`src/hw/rtl/isrt_pkg.sv`:
```
// Shared constants, codes, command and status types and the sieve prime table.
`default_nettype none
package isrt_pkg;

	localparam int NUM_PRIMES_DEF   = 64;
	localparam int RESIDUE_BITS_DEF = 9;
	localparam int PRIME_W          = 11;
	localparam int TBL_DEPTH        = 256;
	localparam int TBL_IDX_W        = 8;
	localparam int STEP_W           = 32;
	localparam int APB_DW           = 32;
	localparam int PADDR_W          = 3;
	localparam int CAND_STEP        = 2;

	typedef enum logic {
		REQ_LOAD = 1'b0,
		REQ_STEP = 1'b1
	} req_t;

	typedef enum logic [0:0] {
		REG_ACTIVE_PRIMES = 1'b0
	} cfg_reg_t;

	typedef struct packed {
		logic capture;
		logic load;
		logic sweep;
		logic emit;
	} dp_cmd_t;

	typedef struct packed {
		logic sweep_done;
		logic out_busy;
	} dp_sts_t;

	localparam logic [PRIME_W-1:0] PRIME_TABLE [TBL_DEPTH] = '{
		11'd2, 11'd3, 11'd5, 11'd7, 11'd11, 11'd13, 11'd17, 11'd19,
		11'd23, 11'd29, 11'd31, 11'd37, 11'd41, 11'd43, 11'd47, 11'd53,
		11'd59, 11'd61, 11'd67, 11'd71, 11'd73, 11'd79, 11'd83, 11'd89,
		11'd97, 11'd101, 11'd103, 11'd107, 11'd109, 11'd113, 11'd127, 11'd131,
		11'd137, 11'd139, 11'd149, 11'd151, 11'd157, 11'd163, 11'd167, 11'd173,
		11'd179, 11'd181, 11'd191, 11'd193, 11'd197, 11'd199, 11'd211, 11'd223,
		11'd227, 11'd229, 11'd233, 11'd239, 11'd241, 11'd251, 11'd257, 11'd263,
		11'd269, 11'd271, 11'd277, 11'd281, 11'd283, 11'd293, 11'd307, 11'd311,
		11'd313, 11'd317, 11'd331, 11'd337, 11'd347, 11'd349, 11'd353, 11'd359,
		11'd367, 11'd373, 11'd379, 11'd383, 11'd389, 11'd397, 11'd401, 11'd409,
		11'd419, 11'd421, 11'd431, 11'd433, 11'd439, 11'd443, 11'd449, 11'd457,
		11'd461, 11'd463, 11'd467, 11'd479, 11'd487, 11'd491, 11'd499, 11'd503,
		11'd509, 11'd521, 11'd523, 11'd541, 11'd547, 11'd557, 11'd563, 11'd569,
		11'd571, 11'd577, 11'd587, 11'd593, 11'd599, 11'd601, 11'd607, 11'd613,
		11'd617, 11'd619, 11'd631, 11'd641, 11'd643, 11'd647, 11'd653, 11'd659,
		11'd661, 11'd673, 11'd677, 11'd683, 11'd691, 11'd701, 11'd709, 11'd719,
		11'd727, 11'd733, 11'd739, 11'd743, 11'd751, 11'd757, 11'd761, 11'd769,
		11'd773, 11'd787, 11'd797, 11'd809, 11'd811, 11'd821, 11'd823, 11'd827,
		11'd829, 11'd839, 11'd853, 11'd857, 11'd859, 11'd863, 11'd877, 11'd881,
		11'd883, 11'd887, 11'd907, 11'd911, 11'd919, 11'd929, 11'd937, 11'd941,
		11'd947, 11'd953, 11'd967, 11'd971, 11'd977, 11'd983, 11'd991, 11'd997,
		11'd1009, 11'd1013, 11'd1019, 11'd1021, 11'd1031, 11'd1033, 11'd1039, 11'd1049,
		11'd1051, 11'd1061, 11'd1063, 11'd1069, 11'd1087, 11'd1091, 11'd1093, 11'd1097,
		11'd1103, 11'd1109, 11'd1117, 11'd1123, 11'd1129, 11'd1151, 11'd1153, 11'd1163,
		11'd1171, 11'd1181, 11'd1187, 11'd1193, 11'd1201, 11'd1213, 11'd1217, 11'd1223,
		11'd1229, 11'd1231, 11'd1237, 11'd1249, 11'd1259, 11'd1277, 11'd1279, 11'd1283,
		11'd1289, 11'd1291, 11'd1297, 11'd1301, 11'd1303, 11'd1307, 11'd1319, 11'd1321,
		11'd1327, 11'd1361, 11'd1367, 11'd1373, 11'd1381, 11'd1399, 11'd1409, 11'd1423,
		11'd1427, 11'd1429, 11'd1433, 11'd1439, 11'd1447, 11'd1451, 11'd1453, 11'd1459,
		11'd1471, 11'd1481, 11'd1483, 11'd1487, 11'd1489, 11'd1493, 11'd1499, 11'd1511,
		11'd1523, 11'd1531, 11'd1543, 11'd1549, 11'd1553, 11'd1559, 11'd1567, 11'd1571,
		11'd1579, 11'd1583, 11'd1597, 11'd1601, 11'd1607, 11'd1609, 11'd1613, 11'd1619
	};

endpackage
`default_nettype wire

```
`src/hw/rtl/isrt_if.sv`:
```
// Request and result channel interfaces.
`default_nettype none
interface isrt_in_if #(
	parameter int IDX_W = $clog2(isrt_pkg::NUM_PRIMES_DEF),
	parameter int RES_W = isrt_pkg::RESIDUE_BITS_DEF
);
	logic             valid;
	logic             ready;
	logic             req_type;
	logic [IDX_W-1:0] prime_index;
	logic [RES_W-1:0] residue_value;

	modport source (output valid, req_type, prime_index, residue_value, input ready);
	modport sink (input valid, req_type, prime_index, residue_value, output ready);
endinterface

interface isrt_out_if;
	logic                          valid;
	logic                          ready;
	logic                          has_zero;
	logic [isrt_pkg::STEP_W-1:0]   step_count;
	logic                          status;

	modport source (output valid, has_zero, step_count, status, input ready);
	modport sink (input valid, has_zero, step_count, status, output ready);
endinterface
`default_nettype wire

```
`src/hw/rtl/isrt_ctrl.sv`:
```
// Sequencing state machine: capture, load check, residue sweep, result hand-off.
`default_nettype none
module isrt_ctrl (
	input  wire logic              clk,
	input  wire logic              arst_n,
	input  wire logic              in_valid,
	input  wire logic              req_type,
	output logic                   in_ready,
	output isrt_pkg::dp_cmd_t      cmd,
	input  wire isrt_pkg::dp_sts_t sts
);

	typedef enum logic [3:0] {
		ST_IDLE  = 4'b0001,
		ST_LOAD  = 4'b0010,
		ST_SWEEP = 4'b0100,
		ST_DONE  = 4'b1000
	} state_t;

	state_t state_q;
	state_t state_nxt;
	logic   accept;

	assign in_ready = (state_q == ST_IDLE);
	assign accept   = in_valid && in_ready;

	always_comb begin
		state_nxt   = state_q;
		cmd         = '0;
		cmd.capture = accept;
		unique case (state_q)
			ST_IDLE: begin
				if (accept) begin
					state_nxt = (req_type == isrt_pkg::REQ_STEP) ? ST_SWEEP : ST_LOAD;
				end
			end
			ST_LOAD: begin
				cmd.load  = 1'b1;
				state_nxt = ST_SWEEP;
			end
			ST_SWEEP: begin
				cmd.sweep = 1'b1;
				if (sts.sweep_done) begin
					state_nxt = ST_DONE;
				end
			end
			ST_DONE: begin
				if (!sts.out_busy) begin
					cmd.emit  = 1'b1;
					state_nxt = ST_IDLE;
				end
			end
			default: state_nxt = ST_IDLE;
		endcase
	end

	always_ff @(posedge clk or negedge arst_n) begin
		if (!arst_n) begin
			state_q <= ST_IDLE;
		end else begin
			state_q <= state_nxt;
		end
	end

	a_accept_leaves_idle: assert property (@(posedge clk) disable iff (!arst_n)
		accept |=> (state_q == ST_LOAD || state_q == ST_SWEEP))
		else $error("accepted request did not start work");

endmodule
`default_nettype wire

```
`src/hw/rtl/isrt_dp.sv`:
```
// Residue memory, add-and-reduce unit, step counter and result register.
`default_nettype none
module isrt_dp #(
	parameter int NUM_PRIMES   = isrt_pkg::NUM_PRIMES_DEF,
	parameter int RESIDUE_BITS = isrt_pkg::RESIDUE_BITS_DEF,
	localparam int IDX_W       = $clog2(NUM_PRIMES),
	localparam int CNT_W       = $clog2(NUM_PRIMES + 1)
) (
	input  wire logic                           clk,
	input  wire logic                           arst_n,
	input  wire isrt_pkg::dp_cmd_t              cmd,
	output isrt_pkg::dp_sts_t                   sts,
	input  wire logic [CNT_W-1:0]               active_primes,
	input  wire logic                           req_type,
	input  wire logic [IDX_W-1:0]               prime_index,
	input  wire logic [RESIDUE_BITS-1:0]        residue_value,
	input  wire logic                           out_ready,
	output logic                                out_valid,
	output logic                                has_zero,
	output logic [isrt_pkg::STEP_W-1:0]         step_count,
	output logic                                status
);

	localparam int RES_W = RESIDUE_BITS;
	localparam int TW    = isrt_pkg::TBL_IDX_W;
	localparam int PW    = isrt_pkg::PRIME_W;
	localparam int CW    = (RES_W + 1 > PW) ? RES_W + 1 : PW;
	localparam int SW    = isrt_pkg::STEP_W;

	logic [RES_W-1:0] mem [NUM_PRIMES];
	logic             ent_valid_q [NUM_PRIMES];

	logic             req_q;
	logic [IDX_W-1:0] idx_q;
	logic [RES_W-1:0] val_q;
	logic             status_q;
	logic             zero_q;
	logic [SW-1:0]    step_cnt_q;
	logic [CNT_W-1:0] rd_ptr_q;

	logic             vld_s1;
	logic [IDX_W-1:0] idx_s1;
	logic [RES_W-1:0] rdata_s1;
	logic             ent_vld_s1;

	logic             out_valid_q;
	logic             out_zero_q;
	logic [SW-1:0]    out_step_q;
	logic             out_status_q;

	logic [CNT_W-1:0] n_eff;
	logic             rd_more;
	logic             load_ok;
	logic [RES_W-1:0] cur_val;
	logic [CW-1:0]    prime_s1;
	logic [CW-1:0]    sum_s1;
	logic [CW-1:0]    red_s1;
	logic [RES_W-1:0] new_val;
	logic             advance;
	logic             wr_en;
	logic [IDX_W-1:0] wr_addr;
	logic [RES_W-1:0] wr_data;
	logic [IDX_W-1:0] rd_addr;

	always_comb begin
		if (active_primes < CNT_W'(2)) begin
			n_eff = CNT_W'(2);
		end else if (active_primes > CNT_W'(NUM_PRIMES)) begin
			n_eff = CNT_W'(NUM_PRIMES);
		end else begin
			n_eff = active_primes;
		end
	end

	assign rd_more = rd_ptr_q < n_eff;
	assign rd_addr = rd_ptr_q[IDX_W-1:0];
	assign load_ok = (CNT_W'(idx_q) < n_eff)
		&& (CW'(val_q) < CW'(isrt_pkg::PRIME_TABLE[TW'(idx_q)]));

	assign cur_val  = ent_vld_s1 ? rdata_s1 : '0;
	assign prime_s1 = CW'(isrt_pkg::PRIME_TABLE[TW'(idx_s1)]);
	assign sum_s1   = CW'(cur_val) + CW'(isrt_pkg::CAND_STEP);
	assign red_s1   = (sum_s1 >= prime_s1) ? (sum_s1 - prime_s1) : sum_s1;
	assign advance  = (req_q == isrt_pkg::REQ_STEP) && (idx_s1 != '0);
	assign new_val  = advance ? RES_W'(red_s1) : cur_val;

	always_comb begin
		if (cmd.load) begin
			wr_en   = load_ok;
			wr_addr = idx_q;
			wr_data = val_q;
		end else begin
			wr_en   = cmd.sweep && vld_s1 && advance;
			wr_addr = idx_s1;
			wr_data = new_val;
		end
	end

	always_ff @(posedge clk) begin
		if (wr_en) begin
			mem[wr_addr] <= wr_data;
		end
		rdata_s1 <= mem[rd_addr];
	end

	always_ff @(posedge clk or negedge arst_n) begin
		if (!arst_n) begin
			for (int i = 0; i < NUM_PRIMES; i++) begin
				ent_valid_q[i] <= 1'b0;
			end
		end else if (wr_en) begin
			ent_valid_q[wr_addr] <= 1'b1;
		end
	end

	always_ff @(posedge clk) begin
		if (cmd.capture) begin
			req_q <= req_type;
			idx_q <= prime_index;
			val_q <= residue_value;
		end
		if (cmd.sweep) begin
			idx_s1     <= rd_addr;
			ent_vld_s1 <= ent_valid_q[rd_addr];
		end
		if (cmd.emit) begin
			out_zero_q   <= zero_q;
			out_step_q   <= step_cnt_q;
			out_status_q <= status_q;
		end
	end

	always_ff @(posedge clk or negedge arst_n) begin
		if (!arst_n) begin
			status_q    <= 1'b0;
			zero_q      <= 1'b0;
			step_cnt_q  <= '0;
			rd_ptr_q    <= '0;
			vld_s1      <= 1'b0;
			out_valid_q <= 1'b0;
		end else begin
			if (cmd.capture) begin
				status_q <= 1'b0;
				zero_q   <= 1'b0;
				rd_ptr_q <= '0;
				vld_s1   <= 1'b0;
				if (req_type == isrt_pkg::REQ_STEP && step_cnt_q != '1) begin
					step_cnt_q <= step_cnt_q + SW'(1);
				end
			end
			if (cmd.load) begin
				status_q <= !load_ok;
			end
			if (cmd.sweep) begin
				vld_s1 <= rd_more;
				if (rd_more) begin
					rd_ptr_q <= rd_ptr_q + CNT_W'(1);
				end
				if (vld_s1 && new_val == '0) begin
					zero_q <= 1'b1;
				end
			end
			if (cmd.emit) begin
				out_valid_q <= 1'b1;
			end else if (out_ready) begin
				out_valid_q <= 1'b0;
			end
		end
	end

	assign sts.sweep_done = !rd_more && !vld_s1;
	assign sts.out_busy   = out_valid_q && !out_ready;

	assign out_valid  = out_valid_q;
	assign has_zero   = out_zero_q;
	assign step_count = out_step_q;
	assign status     = out_status_q;

	a_emit_fills_out: assert property (@(posedge clk) disable iff (!arst_n)
		cmd.emit |=> out_valid_q)
		else $error("result register not loaded on emit");

	a_step_no_reject: assert property (@(posedge clk) disable iff (!arst_n)
		(cmd.sweep && req_q == isrt_pkg::REQ_STEP) |-> !status_q)
		else $error("step transaction carries reject status");

	a_prime2_kept: assert property (@(posedge clk) disable iff (!arst_n)
		(wr_en && !cmd.load) |-> (wr_addr != '0))
		else $error("sweep wrote the residue for prime 2");

	a_step_monotone: assert property (@(posedge clk) disable iff (!arst_n)
		step_cnt_q >= $past(step_cnt_q))
		else $error("step count went backwards");

endmodule
`default_nettype wire

```
`src/hw/rtl/incremental_sieve_residue_tracker_unit.sv`:
```
// Top level: channels, configuration register port, controller and datapath.
//
//  channel   dir  kind            payload
//  in_ch     in   valid/ready     req_type, prime_index, residue_value
//  out_ch    out  valid/ready     has_zero, step_count, status
//  apb       in   psel/penable    active_primes at byte address 0
//
// Each sweep visits n residues; a load first checks and writes its entry. n is
// active_primes clamped to 2..NUM_PRIMES. The next transaction is taken after hand-off.
// The residue memory's single read port visits one entry per cycle.
// Reset needs no clearing pass: per-entry valid flags make unwritten residues read as 0.
// A finished result sits in the output register; the next transaction is taken
// meanwhile, and waits before its own hand-off until that register is free.
`default_nettype none
module incremental_sieve_residue_tracker_unit #(
	parameter int NUM_PRIMES   = isrt_pkg::NUM_PRIMES_DEF,
	parameter int RESIDUE_BITS = isrt_pkg::RESIDUE_BITS_DEF,
	localparam int CNT_W       = $clog2(NUM_PRIMES + 1)
) (
	input  wire logic                             clk,
	input  wire logic                             arst_n,
	isrt_in_if.sink                               in_ch,
	isrt_out_if.source                            out_ch,
	input  wire logic                             psel,
	input  wire logic                             penable,
	input  wire logic                             pwrite,
	input  wire logic [isrt_pkg::PADDR_W-1:0]     paddr,
	input  wire logic [isrt_pkg::APB_DW-1:0]      pwdata,
	output logic [isrt_pkg::APB_DW-1:0]           prdata,
	output logic                                  pready
);

	logic [CNT_W-1:0]   active_q;
	logic               reg_hit;
	isrt_pkg::dp_cmd_t  cmd;
	isrt_pkg::dp_sts_t  sts;

	assign pready  = 1'b1;
	assign reg_hit = (paddr[2] == isrt_pkg::REG_ACTIVE_PRIMES);
	assign prdata  = reg_hit ? isrt_pkg::APB_DW'(active_q) : '0;

	always_ff @(posedge clk or negedge arst_n) begin
		if (!arst_n) begin
			active_q <= CNT_W'(NUM_PRIMES);
		end else if (psel && penable && pwrite && pready && reg_hit) begin
			active_q <= pwdata[CNT_W-1:0];
		end
	end

	isrt_ctrl u_ctrl (
		.clk      (clk),
		.arst_n   (arst_n),
		.in_valid (in_ch.valid),
		.req_type (in_ch.req_type),
		.in_ready (in_ch.ready),
		.cmd      (cmd),
		.sts      (sts)
	);

	isrt_dp #(
		.NUM_PRIMES   (NUM_PRIMES),
		.RESIDUE_BITS (RESIDUE_BITS)
	) u_dp (
		.clk           (clk),
		.arst_n        (arst_n),
		.cmd           (cmd),
		.sts           (sts),
		.active_primes (active_q),
		.req_type      (in_ch.req_type),
		.prime_index   (in_ch.prime_index),
		.residue_value (in_ch.residue_value),
		.out_ready     (out_ch.ready),
		.out_valid     (out_ch.valid),
		.has_zero      (out_ch.has_zero),
		.step_count    (out_ch.step_count),
		.status        (out_ch.status)
	);

endmodule
`default_nettype wire
```
`src/flat_wrapper.sv`:
```
// flat-port wrapper written by rule: the top's interface ports become plain ports
module incremental_sieve_residue_tracker_unit_flat 
#(
	parameter int NUM_PRIMES   = isrt_pkg::NUM_PRIMES_DEF,
	parameter int RESIDUE_BITS = isrt_pkg::RESIDUE_BITS_DEF,
	localparam int CNT_W       = $clog2(NUM_PRIMES + 1)
)
  (clk, arst_n, psel, penable, pwrite, paddr, pwdata, prdata, pready, in_ch_valid, in_ch_req_type, in_ch_prime_index, in_ch_residue_value, in_ch_ready, out_ch_valid, out_ch_has_zero, out_ch_step_count, out_ch_status, out_ch_ready);
  isrt_in_if in_ch_i ();
  isrt_out_if out_ch_i ();
  input  wire logic clk;
  input  wire logic arst_n;
  input  wire logic psel;
  input  wire logic penable;
  input  wire logic pwrite;
  input  wire logic [isrt_pkg::PADDR_W-1:0] paddr;
  input  wire logic [isrt_pkg::APB_DW-1:0] pwdata;
  output logic [isrt_pkg::APB_DW-1:0] prdata;
  output logic pready;
  input wire logic [$bits(in_ch_i.valid)-1:0] in_ch_valid;
  input wire logic [$bits(in_ch_i.req_type)-1:0] in_ch_req_type;
  input wire logic [$bits(in_ch_i.prime_index)-1:0] in_ch_prime_index;
  input wire logic [$bits(in_ch_i.residue_value)-1:0] in_ch_residue_value;
  output wire logic [$bits(in_ch_i.ready)-1:0] in_ch_ready;
  output wire logic [$bits(out_ch_i.valid)-1:0] out_ch_valid;
  output wire logic [$bits(out_ch_i.has_zero)-1:0] out_ch_has_zero;
  output wire logic [$bits(out_ch_i.step_count)-1:0] out_ch_step_count;
  output wire logic [$bits(out_ch_i.status)-1:0] out_ch_status;
  input wire logic [$bits(out_ch_i.ready)-1:0] out_ch_ready;
  assign in_ch_i.valid = in_ch_valid;
  assign in_ch_i.req_type = in_ch_req_type;
  assign in_ch_i.prime_index = in_ch_prime_index;
  assign in_ch_i.residue_value = in_ch_residue_value;
  assign in_ch_ready = in_ch_i.ready;
  assign out_ch_valid = out_ch_i.valid;
  assign out_ch_has_zero = out_ch_i.has_zero;
  assign out_ch_step_count = out_ch_i.step_count;
  assign out_ch_status = out_ch_i.status;
  assign out_ch_i.ready = out_ch_ready;
  incremental_sieve_residue_tracker_unit #(.NUM_PRIMES(NUM_PRIMES), .RESIDUE_BITS(RESIDUE_BITS)) u_core (.clk(clk), .arst_n(arst_n), .in_ch(in_ch_i), .out_ch(out_ch_i), .psel(psel), .penable(penable), .pwrite(pwrite), .paddr(paddr), .pwdata(pwdata), .prdata(prdata), .pready(pready));
endmodule
```
`config.mk`:
```
export PLATFORM = sky130hd
export DESIGN_NAME = incremental_sieve_residue_tracker_unit_flat
export DESIGN_NICKNAME = d
export VERILOG_FILES = /design/src/hw/rtl/isrt_pkg.sv /design/src/hw/rtl/isrt_if.sv /design/src/hw/rtl/isrt_ctrl.sv /design/src/hw/rtl/isrt_dp.sv /design/src/hw/rtl/incremental_sieve_residue_tracker_unit.sv /design/src/flat_wrapper.sv
export SDC_FILE = /design/constraint.sdc
export NUM_CORES = 1
export LEC_CHECK = 0
export ABC_AREA = 0
export ABC_CLOCK_PERIOD_IN_PS = 8500
export BUFFER_PORTS_ARGS = -buffer_cell sky130_fd_sc_hd__buf_2
export CORE_MARGIN = 8
export CORE_UTILIZATION = 33
export CTS_BUF_LIST = sky130_fd_sc_hd__clkbuf_8
export CTS_CLUSTER_DIAMETER = 60
export DETAILED_ROUTE_END_ITERATION = 10
export PLACE_DENSITY = 0.49
export SETUP_SLACK_MARGIN = 0.1
export SKIP_LAST_GASP = 1
export SLEW_MARGIN = 20
export SYNTH_ARGS = -nofsm -noshare
export SYNTH_HDL_FRONTEND = slang
export SYNTH_SLANG_ARGS = --single-unit
```
`constraint.sdc`:
```
create_clock -name clk -period 8.5 [get_ports clk]
set_input_delay 0.425 -clock clk [delete_from_list [all_inputs] [get_ports clk]]
set_output_delay 0.425 -clock clk [all_outputs]
set_load 0.01 [all_outputs]
```
==> Yosys cells after proc, flatten, opt, wreduce, memory -nomap -nowiden <==
Memory sizes are Yosys's and may differ from the RTL's. A register that Yosys moved wholly into a read port is not among the register bits.
Cells that the tools add are included.
{ "op_classes": {"eq_ne": 8, "n_addsub": 4, "mux": 40, "n_lt_le_gt_ge": 11, "bitwise": 6, "reduce_logical": 24} }
{ "op_table": {"columns": ["operator", "count"], "rows": [
  ["64-bit OR", 1],
  ["11-bit two-way mux", 4],
  ["7-bit two-way mux", 6],
  ["9-bit two-way mux", 4],
  ["32-bit by 1-bit adder with 32-bit output, second input constant", 1],
  ["32-bit inequality test, second input constant", 1],
  ["9-bit greater-or-equal comparator, second input constant", 2],
  ["1-bit two-way mux", 18],
  ["6-bit inverter with 9-bit output", 2],
  ["4-bit one-hot mux with 4 select lines", 1],
  ["7-bit greater-or-equal comparator, second input constant", 2],
  ["6-bit inverter with 7-bit output", 2],
  ["1-bit logical AND", 13],
  ["4-bit two-way mux", 3],
  ["10-bit by 11-bit greater-or-equal comparator with 1-bit output", 1],
  ["9-bit by 11-bit less-than comparator with 1-bit output", 1],
  ["9-bit by 2-bit adder with 10-bit output, second input constant", 1],
  ["9-bit zero test", 1],
  ["9-bit subtractor", 1],
  ["7-bit by 1-bit adder with 7-bit output, second input constant", 1],
  ["7-bit > comparator, second input constant", 1],
  ["6-bit by 7-bit less-than comparator with 1-bit output", 1],
  ["7-bit by 1-bit less-than comparator with 1-bit output, second input constant", 1],
  ["7-bit by 2-bit less-than comparator with 1-bit output, second input constant", 1],
  ["17 further kinds", 23]
]} }
{ "totals": {"rom_bits": 5632, "in_bits": 58, "memories": 3, "wordCells": 176, "ram_bits": 576, "register_bits": 175, "out_inout_bits": 69} }
{ "mem_list": {"columns": ["name", "words", "word_bits", "rd", "rd_ports_with_merged_regs", "write_ports", "line", "rtl"], "rows": [
  ["(name not given)", 256, 11, 1, 0, 0, "isrt_dp.sv:81", "assign prime_s1 = CW'(isrt_pkg::PRIME_TABLE[TW'(idx_s1)]);"],
  ["(name not given)", 256, 11, 1, 0, 0, "isrt_dp.sv:78", "&& (CW'(val_q) < CW'(isrt_pkg::PRIME_TABLE[TW'(idx_q)]));"],
  ["u_core.u_dp.mem", 64, 9, 1, 1, 1, "isrt_dp.sv:30", "logic [RES_W-1:0] mem [NUM_PRIMES];"]
]} }

==> Logic depth before layout (Yosys ltp) <==
{ "logic_depth": {"ltp_word": 11, "mapped_depth": 20, "depth_no_buf": 17} }

==> Cells and area by module <==
Synthesis repeated with hierarchy kept, for this count alone.
{ "hier_totals": {"cells_unflattened": 1859, "hier_area_um2": 32369.8} }
{ "by_module_without_submodules": {"columns": ["mod", "instances", "area_per_inst_um2", "seq_area_each_um2", "cells_per_inst"], "rows": [
  ["isrt_dp", 1, 31527.7, 21866.0, 1779],
  ["incremental_sieve_residue_tracker_unit", 1, 543.0, 176.4, 50],
  ["isrt_ctrl", 1, 299.0, 101.3, 30]
]} }

==> Worst setup path after synthesis <==
Ideal clock, no wire load.
{ "synth_path": {"kind": "register -> register", "start": "reg u_core.u_dp.idx_s1[1]", "end": "mem u_core.u_dp.mem[0][8] (netlist bit), data pin", "required_time_ns": 7.951, "synth_period_minus_slack_ns": 5.888, "n_path_buf": 0, "setup_time_ns": 0.549, "path_stages_with_launch": 17, "arrival_ns": 5.339, "path_slack_ns": 2.612, "path_cell_list": "edfxtp_1 -> inv_1 -> ha_1 -> nor2_1 -> a21oi_1 -> nor2_1 -> a21oi_1 -> mux4_2 -> fa_1 -> a211oi_1 -> o21ai_0 -> a21o_1 -> a21oi_1 -> xnor2_1 -> nand2_1 -> a31o_2 -> a21oi_1"} }
{ "synth_between": {"elab_chain_len": 8} }
{ "synth_rtl": {"columns": ["item", "line", "rtl"], "rows": [
  ["from (decl)", "isrt_dp.sv:42", "logic [IDX_W-1:0] idx_s1;"],
  ["from (signal assigned)", "isrt_dp.sv:123", "idx_s1 <= rd_addr;"],
  ["6-bit inverter with 9-bit output (not written as such)", "isrt_dp.sv:81", null],
  ["memory read 256 x 11 bit", null, null],
  ["11-bit two-way mux (not written as such) (2 in a row)", "isrt_dp.sv:81", null],
  ["9-bit subtractor / 10-bit by 11-bit greater-or-equal comparator with 1-bit output (equally long branches)", "isrt_dp.sv:83", "assign red_s1 = (sum_s1 >= prime_s1) ? (sum_s1 - prime_s1) : sum_s1;"],
  ["9-bit two-way mux", "isrt_dp.sv:83", null],
  ["9-bit two-way mux *", "isrt_dp.sv:85", "assign new_val = advance ? RES_W'(red_s1) : cur_val;"],
  ["9-bit two-way mux *", "isrt_dp.sv:88", "if (cmd.load) begin"],
  ["named net u_core.u_dp.wr_data[8]", "isrt_dp.sv:62", "logic [RES_W-1:0] wr_data;"],
  ["to (decl)", "isrt_dp.sv:30", null]
]} }
Mark *: on every way through the listed nets, which the timed path passes. The rest lies on a longest branch. The select of a mux whose other input is x is not followed.

==> Worst setup path after layout <==
{ "layout_path": {"start": "reg u_core.u_dp.idx_s1[1]", "end": "mem u_core.u_dp.mem[59][8] (netlist bit), data pin"} }
Same word-level chain as after synthesis.

==> flow_metrics.env <==
export IMPL_io_pins=127
export IMPL_p_leak_nw=12.43
export IMPL_clockBufferDepth=3
export IMPL_cts_root_buf="clkbuf_8"
export IMPL_dr_pass1_iters=6
export IMPL_finalCritPeriodShare_pct=70.67
export IMPL_grt_max_degree=90
export IMPL_async_flop_share_pct=15.53
export IMPL_cts_made_buffers=131
export IMPL_power_density_nw_per_um2=286.8
export IMPL_cts_resized=0
export IMPL_worst_pin_slew_ns=1.035
export IMPL_hold_class="in -> async"
export IMPL_clock_latency_ns=0.78
export IMPL_routabilityCongestion=0.8369
export IMPL_initial_core_util_pct=33.09
export IMPL_arrival_ns=6.52
export IMPL_synth_area_um2=32330
export IMPL_ys_seq_elements=760
export IMPL_drc_errors=0
export IMPL_via_per_inst=5.133
export IMPL_crit_chain="inv_1 -> ha_1 -> nor2_1 -> a21oi_1 -> a21oi_1 -> mux4_2 -> ha_1 -> a21oi_1 -> a21oi_1 -> o21bai_1 -> and2_0 -> nand2_1 -> a31o_2 -> a21oi_4 -> buf_4"
export IMPL_fin_hold_ws_ns=0.2295
export IMPL_yosysTopAreaCellShare_pct=58.80
export IMPL_vias=17460
export IMPL_postLayoutCoreUtil_pct=37.66
export IMPL_synth_edff_count=633
export IMPL_fin_nets=2123
export IMPL_place_hpwl_mm=48.29
export IMPL_antenna_found_initial=3
export IMPL_rsz0062_at_grt="false"
export IMPL_cp_start_kind="flop"
export IMPL_cp_max_fo=33
export IMPL_crit_top_cell="a21oi_1"
export IMPL_endpoint_kind="flop"
export IMPL_grt_pass1_wl_mm=118.3
export IMPL_design_die_area_um2=108200
export IMPL_fillers=9038
export IMPL_rows=115
export IMPL_grtUsageTotal_pct=14.72
export IMPL_grtUsageMet1_pct=20.20
export IMPL_busiest_layer="met2"
export IMPL_post_synth_top_area_cell="edfxtp_1"
export IMPL_drv_cap=0
export IMPL_regArea_um2=22160
export IMPL_crit_type="reg -> reg"
export IMPL_fin_crit_ns=6.007
export IMPL_cp_top_family="compound AO/OA/AOI/OAI gates"
export IMPL_h_tree_depth=4
export IMPL_placed_cells=3134
export IMPL_final_cells=3401
export IMPL_finalPower_mw=10.55
export IMPL_antenna_left=0
export IMPL_max_freq_mhz=166.5
export IMPL_grt_pass1_vias=17940
export IMPL_cts_tree="done"
export IMPL_max_vdd_ir_drop_mv=0.2372
export IMPL_wire_per_inst_um=23.48
export IMPL_grt_ovfl_total=0
export IMPL_cp_required_ns=9.01
export IMPL_drv_slew=0
export IMPL_core_area_um2=97700
export IMPL_synthCells=1851
export IMPL_drive_above_1_share_pct=24.82
export IMPL_synth_area_leaders="edfxtp_1, mux4_2, dfrtp_1, ha_1, o21bai_1"
export IMPL_timing_setup_tns_ns=0
export IMPL_yosysWarningCount=0
export IMPL_multiInputGateArea_um2=9554
export IMPL_yosysUniqueCellTypes=75
export IMPL_hold_viol_final=0
export IMPL_numClockSinks=760
export IMPL_crit_slowest_cell="a21oi_4"
export IMPL_grt_use_met3_pct=3.048
export IMPL_cp_num_buf_inv=2
export IMPL_port_buffers=73
export IMPL_die_w_um=329.0
export IMPL_first_iter_violations=1495
export IMPL_clkTransAtPathRegs_ns=0.06
export IMPL_avgSynthCellArea_um2=17.46
export IMPL_setup_violations=0
export IMPL_grt_use_met2_pct=23.01
export IMPL_max_slew_margin_rel_pct=30.92
export IMPL_syn2layout_area_growth_pct=13.82
export IMPL_clock_skew_ns=0.02461
export IMPL_status="completed"
export IMPL_die_h_um=329.0
export IMPL_yosysSeqAreaShare_pct=68.50
export IMPL_cpPeakStageDelay_ns=0.79
export IMPL_synth_flop_cell="edfxtp_1"
export IMPL_drt_total_wl_mm=79.85
## synth_stat cells (9+ instances only)
library cell  instances
xnor2_1              23
nand3_1              18
nor3_1               19
buf_1                13
a21o_1               11
xor2_1               21
nor2_1              128
nand2_1              99
dfrtp_1             116
mux2_2               10
clkbuf_1             49
dfxtp_1               9
mux4_2              215
inv_1                30
ha_1                 55
o211ai_1             13
a21oi_1              59
nand4_1              19
buf_2                24
o21bai_1             66
buf_4                36
o21ai_0              48
edfxtp_1            633
## metrics by stage
stage | cell area [um2] | setup WS (ns)
finish | 36790 | 2.493
global route | 36790 | 2.105
CTS | 36720 | 2.512
detailed placement | 34020 | 2.546
global placement | 34020 | 2.683
floorplan | 32420 | 2.612
## timing repair
action	in CTS	in global routing
setup endpoints to repair	0	0
hold endpoints to repair	77	0
hold buffers	26	0
setup buffers	0	0
## cells in the final DEF (no fill, tap or decap), types with 9 or more instances in the layout
| cell type | count |
|---|---|
| a21o_1 | 11 |
| a21oi_1 | 56 |
| buf_2 | 72 |
| buf_4 | 25 |
| clkbuf_8 | 135 |
| clkinv_1 | 30 |
| conb_1 | 26 |
| dfrtp_1 | 112 |
| dfxtp_1 | 9 |
| dlygate4sd3_1 | 26 |
| edfxtp_1 | 633 |
| ha_1 | 55 |
| inv_1 | 74 |
| mux2_2 | 10 |
| mux4_2 | 215 |
| nand2_1 | 97 |
| nand3_1 | 18 |
| nand4_1 | 19 |
| nor2_1 | 127 |
| nor3_1 | 19 |
| o211ai_1 | 13 |
| o21ai_0 | 48 |
| o21bai_1 | 66 |
| xnor2_1 | 23 |
| xor2_1 | 21 |
## cell families (layout without fill, tap and decap cells)
| logic type | after synthesis | count (layout) | synth area share, % |
|---|---|---|---|
| mux | 232 | 232 | 15.54 |
| simple gates | 350 | 350 | 5.047 |
| fa+ha+maj | 56 | 56 | 2.191 |
| xor+xnor | 44 | 44 | 1.192 |
| flops | 760 | 760 | 68.50 |
| buf+inv | 159 | 395 | 2.411 |
| compound gates | 248 | 248 | 5.094 |
| other cells | 2 | 29 | 0.02323 |
## final cells by class
type	instances	share of cell area, %
Clock inverter	100	1.585
Antenna cell	3	0.02040
Inverter	33	0.3367
Multi-Input combinational cell	956	25.97
Tap cell	1287	4.377
Timing Repair Buffer	127	2.442
Sequential cell	760	60.22
Clock buffer	135	5.050
## registers in the layout (all words and copies together) (netlist names)
| signal | cells |
|---|---|
| u_core.u_ctrl.state_q | 4 |
| u_core.u_dp.idx_q | 6 |
| u_core.u_dp.rdata_s1 | 9 |
| u_core.u_dp.step_count | 32 |
| u_core.u_dp.out_valid | 1 |
| u_core.u_dp.step_cnt_q | 32 |
| u_core.u_dp.ent_valid_q | 64 |
| u_core.u_dp.idx_s1 | 6 |
| u_core.active_q | 7 |
| u_core.u_dp.val_q | 9 |
| u_core.u_dp.mem | 576 |
| u_core.u_dp.req_q | 1 |
| u_core.u_dp.has_zero | 1 |
| u_core.u_dp.rd_ptr_q | 7 |
| u_core.u_dp.zero_q | 1 |
| u_core.u_dp.ent_vld_s1 | 1 |
| u_core.u_dp.status_q | 1 |
| u_core.u_dp.vld_s1 | 1 |
| u_core.u_dp.status | 1 |
## worst register-to-register path, delay by kind of cell (launching register included)
family,cells,cell delay (ns)
AO/OA/AOI/OAI,7,2.19
buffers and inverters,2,0.88
flip-flops,1,0.66
adder cells (fa/ha/maj),2,0.82
AND/OR/NAND/NOR,3,0.66
multiplexers,1,0.53
## final timing paths
check / startpoint / end / slack, ns / cells after the start
max: u_core.u_dp.idx_s1[1] / u_core.u_dp.mem[59][8] / 2.49 / 15
min: arst_n / u_core.u_dp.step_cnt_q[12] / 0.23 / 2
max reg2reg: u_core.u_dp.idx_s1[1] / u_core.u_dp.mem[59][8] / 2.49 / 15
min reg2reg: u_core.u_dp.zero_q / u_core.u_dp.has_zero / 0.47 / 0
max in group asynchronous: arst_n / u_core.u_dp.rd_ptr_q[3] / 6.80 / 3
min in group clk: pwrite / u_core.active_q[1] / 0.27 / 3
## report_power, final
| part | leakage (nW) | internal, mW | total (mW) | switching (mW) |
|---|---|---|---|---|
| combinational | 3.64 | 0.915 | 2.57 | 1.65 |
| clock | 1.40 | 1.61 | 3.11 | 1.50 |
| sequential | 7.39 | 4.70 | 4.87 | 0.166 |
| total | 12.4 | 7.23 | 10.6 | 3.32 |
## routing by layer
metal	part of all wire [%]	wire, um
met4	2.8	2198
met5	0	0
met1	44	35430
met2	47	37300
met3	6.2	4926
(Power assumes the default switching activity.)
